### config.mk
export PLATFORM = sky130hd
export DESIGN_NAME = first_fit_heap_allocator
export DESIGN_NICKNAME = d
export VERILOG_FILES = /design/src/sv/ffha_pkg.sv /design/src/sv/ffha_divider.sv /design/src/sv/first_fit_heap_allocator.sv
export VERILOG_INCLUDE_DIRS = /design/src /design/src/sv
export SDC_FILE = /design/constraint.sdc
export NUM_CORES = 2
export LEC_CHECK = 0
export BUFFER_PORTS_ARGS = -buffer_cell sky130_fd_sc_hd__buf_2
export CAP_MARGIN = 20
export CORE_UTILIZATION = 60
export DETAILED_ROUTE_END_ITERATION = 8
export GPL_TIMING_DRIVEN = 1
export PLACE_DENSITY_LB_ADDON = 0.25
export SLEW_MARGIN = 10
export SYNTH_ARGS = -nofsm -noshare
export SYNTH_HDL_FRONTEND = slang
export SYNTH_SLANG_ARGS = --single-unit
export TNS_END_PERCENT = 10
### constraint.sdc
create_clock -name clock -period 13.4 [get_ports clock]
set_clock_uncertainty 0.2 [all_clocks]
set_input_delay 0 -clock clock [delete_from_list [all_inputs] [get_ports clock]]
set_output_delay 0 -clock clock [all_outputs]
set_load 0.02 [all_outputs]
### src/sv/first_fit_heap_allocator_assert.svh
// Assertion macros for the first-fit heap allocator.
// Used by the modules that carry concurrent assertions.
`ifndef FIRST_FIT_HEAP_ALLOCATOR_ASSERT_SVH
`define FIRST_FIT_HEAP_ALLOCATOR_ASSERT_SVH
// implication checked on every clock edge outside reset
`define FFHA_ASSERT_IMPL(label, clk, rst, ante, cons, msg) \
   label: assert property (@(posedge clk) disable iff (rst) (ante) |-> (cons)) \
      else $error(msg);
// implication whose consequent is checked in the cycle after the antecedent
`define FFHA_ASSERT_NEXT(label, clk, rst, ante, cons, msg) \
   label: assert property (@(posedge clk) disable iff (rst) (ante) |=> (cons)) \
      else $error(msg);
`endif

### src/sv/ffha_pkg.sv
// Package for the first-fit heap allocator: request and response types, constants.
// No dependencies.
`timescale 1ns / 1ps
package ffha_pkg;
   localparam int unsigned HDR_BYTES = 2;
   localparam int unsigned PERCENT   = 100;
   localparam logic FUNC_ALLOC = 1'b0;
   localparam logic FUNC_FREE  = 1'b1;

   typedef struct packed {
      logic       func;
      logic [7:0] alloc_size;
      logic [6:0] release_offset;
   } req_type;

   typedef struct packed {
      logic       status;
      logic [6:0] data_offset;
      logic [7:0] used_bytes;
      logic [6:0] fragmentation;
   } rsp_type;
endpackage

### src/sv/ffha_divider.sv
// Restoring divider, one quotient bit per cycle, for the fragmentation score.
// Depends on nothing.
`timescale 1ns / 1ps
module ffha_divider (
   input  logic        clock,
   input  logic        reset,
   input  logic        start,
   input  logic [15:0] dividend,
   input  logic [7:0]  divisor,
   output logic        done,
   output logic [15:0] quotient
);
   logic [15:0] q_ff, q_in;
   logic [7:0]  r_ff, r_in;
   logic [7:0]  d_ff, d_in;
   logic [4:0]  cnt_ff, cnt_in;
   logic        busy_ff, busy_in;
   logic [8:0]  trial;

   always_comb begin
      q_in = q_ff;
      r_in = r_ff;
      d_in = d_ff;
      cnt_in = cnt_ff;
      busy_in = busy_ff;
      trial = {r_ff, q_ff[15]};
      if (start) begin
         q_in = dividend;
         r_in = '0;
         d_in = divisor;
         cnt_in = 5'd16;
         busy_in = 1'b1;
      end else if (busy_ff) begin
         if (trial >= {1'b0, d_ff}) begin
            r_in = 8'(trial - {1'b0, d_ff});
            q_in = {q_ff[14:0], 1'b1};
         end else begin
            r_in = trial[7:0];
            q_in = {q_ff[14:0], 1'b0};
         end
         cnt_in = cnt_ff - 5'd1;
         if (cnt_ff == 5'd1) busy_in = 1'b0;
      end
   end

   always_ff @(posedge clock) begin
      if (reset) begin
         busy_ff <= 1'b0;
         cnt_ff <= '0;
      end else begin
         busy_ff <= busy_in;
         cnt_ff <= cnt_in;
      end
      q_ff <= q_in;
      r_ff <= r_in;
      d_ff <= d_in;
   end

   assign done = busy_ff && (cnt_ff == 5'd1) && !start;
   assign quotient = q_in;
endmodule

### src/sv/first_fit_heap_allocator.sv
// Steps: accept, then the allocate walk (read each block's link and size, then write the new
// block's link and size and relink its predecessor) or the free walk (follow the links, then
// copy the target's link into its predecessor), the usage walk, the fragmentation walk (a
// serial divide per block) and the response.
// Throughput: one request at a time; the next is taken after the response is taken.
// Reset: synchronous; the fixed header is written in S_INIT0 and S_INIT1 after reset, no request
// is taken then. Other bytes undefined.
`timescale 1ns / 1ps
`include "first_fit_heap_allocator_assert.svh"
module first_fit_heap_allocator #(
   parameter int unsigned STORE_BYTES = 128
) (
   input  logic              clock,
   input  logic              reset,
   input  logic              req_valid,
   output logic              req_ready,
   input  ffha_pkg::req_type req_data,
   output logic              rsp_valid,
   input  logic              rsp_ready,
   output ffha_pkg::rsp_type rsp_data
);
   localparam int unsigned AW = $clog2(STORE_BYTES);
   localparam logic [8:0] SB = 9'(STORE_BYTES);
   localparam logic [12:0] RECIP_100 = 13'd5243;

   typedef enum logic [4:0] {
      S_INIT0, S_INIT1, S_IDLE,
      S_ARD0, S_ARD1, S_ACHK, S_AW0, S_AW1, S_AW2,
      S_FRD, S_FCHK, S_FTR, S_FTW,
      S_URD0, S_URD1, S_UACC,
      S_GRD0, S_GRD1, S_GACC, S_GDIV, S_GSQ, S_GSQD,
      S_RSP
   } state_type;

   state_type state_ff;
   logic [7:0] mem [STORE_BYTES];
   logic [7:0] rdata_ff;
   logic [AW-1:0] raddr;
   logic rd_en;
   logic we;
   logic [AW-1:0] waddr;
   logic [7:0] wdata;

   ffha_pkg::req_type req_ff;
   logic [8:0] p_ff;
   logic [8:0] nxt_ff;
   logic [8:0] steps_ff;
   logic [8:0] end_ff;
   logic [8:0] used_ff;
   logic [6:0] frag_ff;
   logic [6:0] f_ff;
   logic [8:0] gap_ff;
   logic ok_ff;
   logic [6:0] doff_ff;
   ffha_pkg::rsp_type rsp_ff;
   logic rsp_valid_ff;

   logic div_start;
   logic div_done;
   logic [15:0] div_q;
   logic [15:0] div_num;
   logic [7:0]  div_den;

   logic [8:0] end_c;
   logic [8:0] need;
   logic [8:0] tgt;
   logic [13:0] sq;
   logic [25:0] sq_scaled;
   logic [6:0] sq_pct;

   ffha_divider u_div (
      .clock(clock), .reset(reset), .start(div_start),
      .dividend(div_num), .divisor(div_den), .done(div_done), .quotient(div_q)
   );

   assign end_c = p_ff + 9'd2 + {1'b0, rdata_ff};
   assign need = {1'b0, req_ff.alloc_size} + 9'd2;
   assign tgt = {1'b0, 8'({1'b0, req_ff.release_offset} - 8'd2)};
   assign sq = 14'(f_ff) * 14'(f_ff);
   assign sq_scaled = 26'(sq) * 26'(RECIP_100);
   assign sq_pct = sq_scaled[25:19];

   always_comb begin
      raddr = '0;
      rd_en = 1'b0;
      we = 1'b0;
      waddr = '0;
      wdata = '0;
      div_start = 1'b0;
      div_num = '0;
      div_den = 8'(SB - used_ff);
      unique case (state_ff)
         S_INIT0: begin we = 1'b1; waddr = '0; wdata = 8'(STORE_BYTES); end
         S_INIT1: begin we = 1'b1; waddr = AW'(1); wdata = '0; end
         S_ARD0, S_FRD, S_URD0, S_GRD0: begin rd_en = 1'b1; raddr = p_ff[AW-1:0]; end
         S_ARD1, S_URD1, S_GRD1: begin rd_en = 1'b1; raddr = AW'(p_ff + 9'd1); end
         S_AW0: begin we = 1'b1; waddr = end_ff[AW-1:0]; wdata = nxt_ff[7:0]; end
         S_AW1: begin we = 1'b1; waddr = AW'(end_ff + 9'd1); wdata = req_ff.alloc_size; end
         S_AW2: begin we = 1'b1; waddr = p_ff[AW-1:0]; wdata = end_ff[7:0]; end
         S_FTR: begin rd_en = 1'b1; raddr = tgt[AW-1:0]; end
         S_FTW: begin we = 1'b1; waddr = p_ff[AW-1:0]; wdata = rdata_ff; end
         S_GDIV: begin
            div_start = 1'b1;
            div_num = 16'(gap_ff * 16'(ffha_pkg::PERCENT));
         end
         default: ;
      endcase
   end

   always_ff @(posedge clock) begin
      if (we) mem[waddr] <= wdata;
      if (rd_en) rdata_ff <= mem[raddr];
   end

   always_ff @(posedge clock) begin
      if (reset) begin
         state_ff <= S_INIT0;
         rsp_valid_ff <= 1'b0;
      end else begin
         unique case (state_ff)
            S_INIT0: state_ff <= S_INIT1;
            S_INIT1: state_ff <= S_IDLE;
            S_IDLE: if (req_valid) begin
               req_ff <= req_data;
               p_ff <= '0;
               steps_ff <= '0;
               ok_ff <= 1'b0;
               doff_ff <= '0;
               state_ff <= (req_data.func == ffha_pkg::FUNC_ALLOC) ? S_ARD0 : S_FRD;
            end
            S_ARD0: state_ff <= S_ARD1;
            S_ARD1: begin nxt_ff <= {1'b0, rdata_ff}; state_ff <= S_ACHK; end
            S_ACHK: begin
               end_ff <= end_c;
               if (nxt_ff >= end_c && (nxt_ff - end_c) >= need) begin
                  state_ff <= S_AW0;
               end else if (nxt_ff + 9'd1 < SB && steps_ff + 9'd1 <= SB) begin
                  p_ff <= nxt_ff;
                  steps_ff <= steps_ff + 9'd1;
                  state_ff <= S_ARD0;
               end else begin
                  p_ff <= '0; steps_ff <= '0; used_ff <= '0;
                  state_ff <= S_URD0;
               end
            end
            S_AW0: state_ff <= S_AW1;
            S_AW1: state_ff <= S_AW2;
            S_AW2: begin
               ok_ff <= 1'b1;
               doff_ff <= 7'(end_ff + 9'd2);
               p_ff <= '0; steps_ff <= '0; used_ff <= '0;
               state_ff <= S_URD0;
            end
            S_FRD: state_ff <= S_FCHK;
            S_FCHK: begin
               if ({1'b0, rdata_ff} == tgt && tgt + 9'd1 < SB) begin
                  state_ff <= S_FTR;
               end else if ({1'b0, rdata_ff} + 9'd1 < SB && steps_ff + 9'd1 <= SB) begin
                  p_ff <= {1'b0, rdata_ff};
                  steps_ff <= steps_ff + 9'd1;
                  state_ff <= S_FRD;
               end else begin
                  p_ff <= '0; steps_ff <= '0; used_ff <= '0;
                  state_ff <= S_URD0;
               end
            end
            S_FTR: state_ff <= S_FTW;
            S_FTW: begin
               ok_ff <= 1'b1;
               p_ff <= '0; steps_ff <= '0; used_ff <= '0;
               state_ff <= S_URD0;
            end
            S_URD0: state_ff <= S_URD1;
            S_URD1: begin nxt_ff <= {1'b0, rdata_ff}; state_ff <= S_UACC; end
            S_UACC: begin
               used_ff <= used_ff + 9'd2 + {1'b0, rdata_ff};
               if (nxt_ff + 9'd1 < SB && steps_ff < SB) begin
                  p_ff <= nxt_ff; steps_ff <= steps_ff + 9'd1; state_ff <= S_URD0;
               end else begin
                  frag_ff <= 7'(ffha_pkg::PERCENT);
                  p_ff <= '0; steps_ff <= '0;
                  state_ff <= S_GRD0;
               end
            end
            S_GRD0: begin
               if (used_ff >= SB) begin
                  frag_ff <= '0; state_ff <= S_RSP;
               end else state_ff <= S_GRD1;
            end
            S_GRD1: begin nxt_ff <= {1'b0, rdata_ff}; state_ff <= S_GACC; end
            S_GACC: begin
               gap_ff <= (nxt_ff > end_c) ? nxt_ff - end_c : 9'd0;
               state_ff <= S_GDIV;
            end
            S_GDIV: state_ff <= S_GSQ;
            S_GSQ: if (div_done) begin f_ff <= 7'(div_q); state_ff <= S_GSQD; end
            S_GSQD: begin
               frag_ff <= (frag_ff > sq_pct) ? frag_ff - sq_pct : 7'd0;
               if (nxt_ff + 9'd1 < SB && steps_ff + 9'd1 < SB) begin
                  p_ff <= nxt_ff; steps_ff <= steps_ff + 9'd1; state_ff <= S_GRD0;
               end else state_ff <= S_RSP;
            end
            S_RSP: if (!rsp_valid_ff) begin
               rsp_ff.status <= !ok_ff;
               rsp_ff.data_offset <= ok_ff ? doff_ff : 7'd0;
               rsp_ff.used_bytes <= used_ff[7:0];
               rsp_ff.fragmentation <= frag_ff;
               rsp_valid_ff <= 1'b1;
            end else if (rsp_ready) begin
               rsp_valid_ff <= 1'b0;
               state_ff <= S_IDLE;
            end
            default: ;
         endcase
      end
   end

   assign req_ready = (state_ff == S_IDLE);
   assign rsp_valid = rsp_valid_ff;
   assign rsp_data = rsp_ff;

   `FFHA_ASSERT_IMPL(a_rsp_only_in_rsp, clock, reset, rsp_valid_ff, state_ff == S_RSP, "rsp")
   `FFHA_ASSERT_IMPL(a_no_accept_busy, clock, reset, req_ready, !rsp_valid_ff, "ready")
   `FFHA_ASSERT_NEXT(a_rsp_hold, clock, reset, rsp_valid_ff && !rsp_ready, rsp_valid_ff, "drop")
endmodule

# Word-level counts from Yosys, hierarchy flattened
# Memories as Yosys holds them, arrays and structs flattened. A register that Yosys moved wholly into a read port is not among the register bits.
# Cells that the tools add are included.
[op_classes] mul=3 mux=61 bitwise=2 addsub=18 n_lt_le_gt_ge=12 n_eq_ne=35 reduce_logical=36
[op_table] cell="$mux W9" count=14
[op_table] cell="$pmux W5 S22" count=1
[op_table] cell="$pmux W9 S6" count=2
[op_table] cell="$mux W16" count=3
[op_table] cell="$lt A9 B8 Y1 const B" count=5
[op_table] cell="$pmux W7 S3" count=2
[op_table] cell="$eq A5 B4 Y1 const B" count=8
[op_table] cell="$pmux W8 S5" count=1
[op_table] cell="$pmux W9 S4" count=1
[op_table] cell="$eq A5 B5 Y1 const B" count=7
[op_table] cell="$mux W5" count=7
[op_table] cell="$mux W8" count=4
[op_table] cell="$mux W7" count=4
[op_table] cell="$pmux W7 S4" count=1
[op_table] cell="$add A8 B1 Y9 const B" count=3
[op_table] cell="$mul A14 B13 Y26 const B" count=1
[op_table] cell="$ne A2 B2 Y1 const B" count=11
[op_table] cell="$reduce_bool A22 Y1" count=1
[op_table] cell="$eq A5 B3 Y1 const B" count=4
[op_table] cell="$add A9 B2 Y9 const B" count=2
[op_table] cell="$add A9 B8 Y9" count=2
[op_table] cell="$reduce_and A3 Y1" count=5
[op_table] cell="$add A7 B1 Y7 const B" count=2
[op_table] cell="$mul A7 B7 Y14" count=1
[op_table] cell="42 further kinds" count=75
[word_totals] output_inout_bits=25 register_bits=156 elab_cells=193 ramBits=1024 input_bits=20 mem_count=1
[memory_table] name="mem" depth=128 word_bits=8 read_ports=1 rd_clocked_by_memory_dff=1 wr=1 line="first_fit_heap_allocator.sv:36" text="logic [7:0] mem [STORE_BYTES];"

# Longest topological paths before layout
[depth] ltp_word=7 depth_mapped=45 ltp_nobuf=44

# Modules after synthesis
# From an unflattened synthesis, not the netlist that was laid out.
[unflattened] cells_unflattened=4111 area_unflattened_um2=55165.4
[by_module_without_submodules] mod="first_fit_heap_allocator" seq_area_each_um2=34443.0 n_inst=1 cells_per_inst=3913 area_per_inst_um2=53233.6
[by_module_without_submodules] mod="ffha_divider" seq_area_each_um2=840.8 n_inst=1 cells_per_inst=198 area_per_inst_um2=1931.9

# Least setup slack after synthesis
# OpenSTA, ideal clock, no wires.
[synth_path] path_type="register to register" startpoint="reg f_ff[4]" endpoint="reg frag_ff[2] (data pin)" path_stages_with_launch=39 t_arrival_ns=9.349 path_slack_ns=3.576 required_ns=12.925 path_buffers=0 setup_time_ns=0.275 period_less_slack_ns=9.824 path_cell_list="edfxtp_1 -> and2_1 -> ha_1 -> xor2_1 -> fa_1 -> inv_1 -> fa_1 -> fa_1 -> ha_1 -> a21boi_0 -> o21ai_0 -> nand2b_1 -> a21o_1 -> a21o_1 -> xor2_1 -> inv_1 -> fa_1 -> inv_1 -> [3 not listed] -> inv_1 -> fa_1 -> inv_1 -> fa_1 -> inv_1 -> ha_1 -> nand4_1 -> o311a_1 -> o32ai_1 -> o41a_1 -> nand2_1 -> mux2i_1 -> a211oi_1 -> xor3_1 -> ha_1 -> nor2b_1 -> o221ai_1 -> o21ai_0"
[synth_via] elab_chain_len=5 word_cells_on_any_way=6 cone_classes="1 x add/sub; 2 x mul; 1 x order compare; 2 x mux"
[synth_rtl] item="from (decl)" line="first_fit_heap_allocator.sv:51" text="logic [6:0] f_ff;"
[synth_rtl] item="from (signal assigned)" line="first_fit_heap_allocator.sv:196" text="S_GSQ: if (div_done) begin f_ff <= 7'(div_q); state_ff <= S_GSQD; end"
[synth_rtl] item="$mul A7 B7 Y14 *" line="first_fit_heap_allocator.sv:79" text="assign sq = 14'(f_ff) * 14'(f_ff);"
[synth_rtl] item="$mul A14 B13 Y26 *" line="first_fit_heap_allocator.sv:80" text="assign sq_scaled = 26'(sq) * 26'(RECIP_100);"
[synth_rtl] item="$sub A7 B7 Y7 / $gt A7 B7 Y1 (equally long branches)" line="first_fit_heap_allocator.sv:198" text="frag_ff <= (frag_ff > sq_pct) ? frag_ff - sq_pct : 7'd0;"
[synth_rtl] item="$mux W7 *" line="first_fit_heap_allocator.sv:198"
[synth_rtl] item="$pmux W7 S3 *" line="first_fit_heap_allocator.sv:120" text="unique case (state_ff)"
[synth_rtl] item="to (signal assigned)" line="first_fit_heap_allocator.sv:180" text="frag_ff <= 7'(ffha_pkg::PERCENT);"
[synth_rtl] item="to (signal assigned)" line="first_fit_heap_allocator.sv:198"
[synth_rtl] item="to (decl)" line="first_fit_heap_allocator.sv:50" text="logic [6:0] frag_ff;"
# Mark *: on every way between the ends. The rest lies on a longest branch, timed or not.
# A chain may end at the register's enable or synchronous reset.

# Final worst setup path
[layout_path] startpoint="reg f_ff[0]" endpoint="reg frag_ff[6] (data pin)"
# The elaborated chain is that of the path after synthesis.

==> flow_summary_export.csv <==
group,metric,value,unit
drt,firstDrtPassIters,8,
pwr,power_switching,2730,uW
floorplanning,num_rows,111,
critical_path,critical-path-top-cell-by-count,"inv_1",
final_layout,fillers,6496,
synth,ys_top_cells_by_area,"edfxtp_1 63%, nand2_1 5.1%, ha_1 4.9%",
floorplanning,die_w,306,um
drt,drt_iter0_markers,4894,
place,gp_congestion,0.940,
place,io_buffers,44,
grt,grt_usage,30.5,%
synth,yosysMostFrequentCell,"edfxtp_1",
final_layout,syn_to_final_growth,10.0,%
place,hpwl,87.3,mm
floorplanning,dieArea,93700,um2
synth,ys_seq_area_share,63.8,%
min_path,worstHoldPathCells,3,
critical_path,r2r_end,"frag_ff[6]$_DFFE_PP_",
pwr,p_clk_share,35.4,%
clocking,clk_pin_slew,0.06,ns
pwr,p_leak,0.0216,uW
critical_path,worstPathMaxFanout,17,
sta,rsz0062_at_grt,"false",
sta,period_minus_slack,10.77,ns
critical_path,rrSetupSlack,2.63,ns
synth,synth_top_cells_by_count,"1160 x edfxtp_1, 756 x nand2_1, 266 x nor2_1",
final_layout,drive_gt1_share,7.67,%
synth,synth-edff-count,1160,
synth,synth_ff_type,"edfxtp_1",
outcome,status,"completed",
synth,syn_inst,4391,
final_layout,nNetsFinal,4724,
grt,grt_first_pass_wirelength,215,mm
clocking,post-cts-setup-buffer-count,0,
critical_path,crit_type,"reg -> reg",
drt,finalWirelength,143,mm
sta,slew_headroom,19.2,%
clocking,cts_buffer_depth,3,
grt,grt_pass1_vias,35294,
pwr,internal_power,6760,uW
synth,syn_area_per_cell,12.6,um2
critical_path,r2r-start,"f_ff[0]$_DFFE_PP_",
critical_path,end_kind,"flip-flop",
synth,syn-cell-area,55500,um2
drt,drc,0,
pwr,swShare,28.8,%
grt,gr-total-overflow,0,
clocking,cts_sinks,1187,
floorplanning,pin_count,45,
place,placed_area,56700,um2
final_layout,stdcell_area,61000,um2
pwr,pwr-share-seq,45.7,%
drt,routed_via_density,6.43,
clocking,tritoncts,"done",
floorplanning,die_h,306,um
critical_path,arrival,11.01,ns
sta,tightest_slew,1.20,ns
sta,hold_violations,0,
clocking,cts_max_level,3,
sta,fmax,92.8,MHz
pwr,combPwrFrac,18.9,%
synth,yosys.area.top_type,"edfxtp_1",
grt,grt_antenna_before_repair,1,
sta,post-route-period-util,80.4,%
pwr,power,9490,uW
sta,drv_slew,0,
min_path,holdPathEnd,"state_ff[3]$_SDFFE_PP0P_",
critical_path,crit_slowest_cell,"edfxtp_1",
clocking,cts_buffers,117,
min_path,hp-class,"in -> reg",
sta,holdWs,0.146,ns
critical_path,worstPathRequired,13.64,ns
synth,synthArstFlopShare,0,%
pwr,peakVddDrop,0.000159,V
drt,vias,36662,
min_path,hp-start,"reset",
synth,ys_seq_elements,1187,
pwr,powerDensity,156,nW/um2
critical_path,worstRegToRegCells,39,
clocking,clockRootBuffer,"clkbuf_16",
synth,synth_warnings,0,
flow_run,cap_violations,0,
drt,wire_per_inst,25.0,um
clocking,worstSkewPairLatency,0.74,ns
drt,ant_nets,0,
floorplanning,initial_core_util,60.5,%
grt,grt_max_degree,156,
sta,setup_viol,0,
floorplanning,placeableCoreArea,91700,um2
critical_path,critPathMaxStageDelay,0.61,ns
synth,synth_cell_types,91,
synth,yosysTopAreaCellShare,62.8,%
sta,finalSetupTns,0,ns
critical_path,critPathLaunchType,"flip-flop",
-- registers in the layout, summed over array words and instances, names as in the netlist, 5 cells and up --
name	cells
mem	1024
steps_ff	9
p_ff	8
gap_ff	9
req_ff	15
frag_ff	7
state_ff	5
u_div.r_ff	8
u_div.q_ff	16
end_ff	8
doff_ff	7
u_div.cnt_ff	5
u_div.d_ff	8
rdata_ff	8
rsp_data	23
f_ff	7
used_ff	9
nxt_ff	8
-- kinds of logic (layout without fill, tap and decap cells) --
family	count (synthesis)	after routing	synth area share, %
AOI/OAI and AO/OA	682	682	8.52
xor gates and xnor gates	105	105	1.68
adders and majority gates	291	291	7.58
buffers and inverters	431	552	3.32
DFF	1187	1187	63.8
muxes	72	72	1.87
other	1	4	0.00676
and+or+nand+nor	1622	1622	13.3
-- worst max-delay path, delay by kind of cell, from the launching register on --
kind,cells,cell delay (ns)
adder cells (fa/ha/maj),12,4.87
AO/OA/AOI/OAI,10,2.57
XOR/XNOR,3,0.87
AND/OR/NAND/NOR,5,0.73
flip-flops,1,0.61
buffers and inverters,8,0.53
multiplexers,1,0.13
-- stage by stage --
step | utilization [%] | setup WS, ns | cells
after floorplan | - | 3.58 | 4393
after global placement | 61.8 | 2.70 | 5442
after detailed placement | 61.8 | 2.59 | 5442
after CTS | 66.6 | 2.57 | 5700
after global routing | 66.6 | 1.95 | 5700
final | 66.6 | 2.63 | 5701
-- what timing repair did --
action / CTS / global route
gates resized for setup: 0 / 0
hold buffers: 38 / 0
endpoints found under the hold margin: 82 / 0
-- cells in the final DEF, fill, tap and decap left out, types with 10 or more instances in the layout --
master         netlist  final
edfxtp_1          1160   1160
nand2_1            756    746
nor2_1             266    266
ha_1               216    216
nand3_1            201    201
inv_1              195    195
and3_1             152    152
a211oi_1           122    122
a21oi_1            123    121
clkbuf_16            0    118
a31oi_1             92     92
a311oi_1            83     83
fa_1                75     75
o21ai_0             74     74
xnor2_1             62     62
nor3_1              61     61
buf_4                9     51
mux2i_1             45     45
buf_2              102     44
xor2_1              42     42
dlygate4sd3_1        0     38
and2_1              33     32
nor2b_1             29     29
nand4_1             29     29
clkinv_1             1     28
dfxtp_1             27     27
mux4_2              25     25
o22ai_1             23     23
clkinv_2             0     22
nor4_1              22     20
clkbuf_1            76     18
a21o_1              19     17
nand2b_1            17     17
a22oi_1             17     17
bufinv_16            0     17
o21bai_1            15     15
o21a_1              12     12
or3_1               12     12
o211ai_1            10     10
-- power groups by stage --
stage	combinational, uW	sequential (uW)	clock [uW]
after floorplan	1180	4400	0
after global placement	1700	4410	0
after detailed placement	1730	4410	0
after CTS	1750	4330	3390
after global routing	1910	4340	3520
final	1790	4340	3370
-- layer usage --
layer	global-route usage, %	vias to the layer above	share of wire [%]
li1	-	16306	-
met1	41.4	17900	38
met2	48.7	2078	47
met3	5.18	378	10
met4	13.8	0	4.9
met5	0	-	0
-- worst max path at each step --
stage	from	end	slack (ns)	cells past startpoint
floorplan	f_ff[4]$_DFFE_PP_	frag_ff[2]$_DFFE_PP_	3.58	38
global placement	f_ff[0]$_DFFE_PP_	frag_ff[6]$_DFFE_PP_	2.70	39
detailed placement	f_ff[0]$_DFFE_PP_	frag_ff[6]$_DFFE_PP_	2.59	39
CTS	f_ff[0]$_DFFE_PP_	frag_ff[6]$_DFFE_PP_	2.57	39
global route	f_ff[0]$_DFFE_PP_	frag_ff[6]$_DFFE_PP_	1.95	36
finish	f_ff[0]$_DFFE_PP_	frag_ff[6]$_DFFE_PP_	2.63	39
-- area by class of cell --
| cell class | instances | area, um2 | area share (%) |
|---|---|---|---|
| multi-input cells | 2775 | 18400 | 30.2 |
| well taps | 1186 | 1480 | 2.43 |
| clock buffers | 136 | 3020 | 4.95 |
| flip-flops and latches | 1187 | 35400 | 57.9 |
| repair buffers | 136 | 1040 | 1.71 |
| diodes | 1 | 2.50 | 0.00410 |
| inverters | 196 | 736 | 1.21 |
| clock inverters | 84 | 961 | 1.57 |
Power figures use the tool's default switching activity.
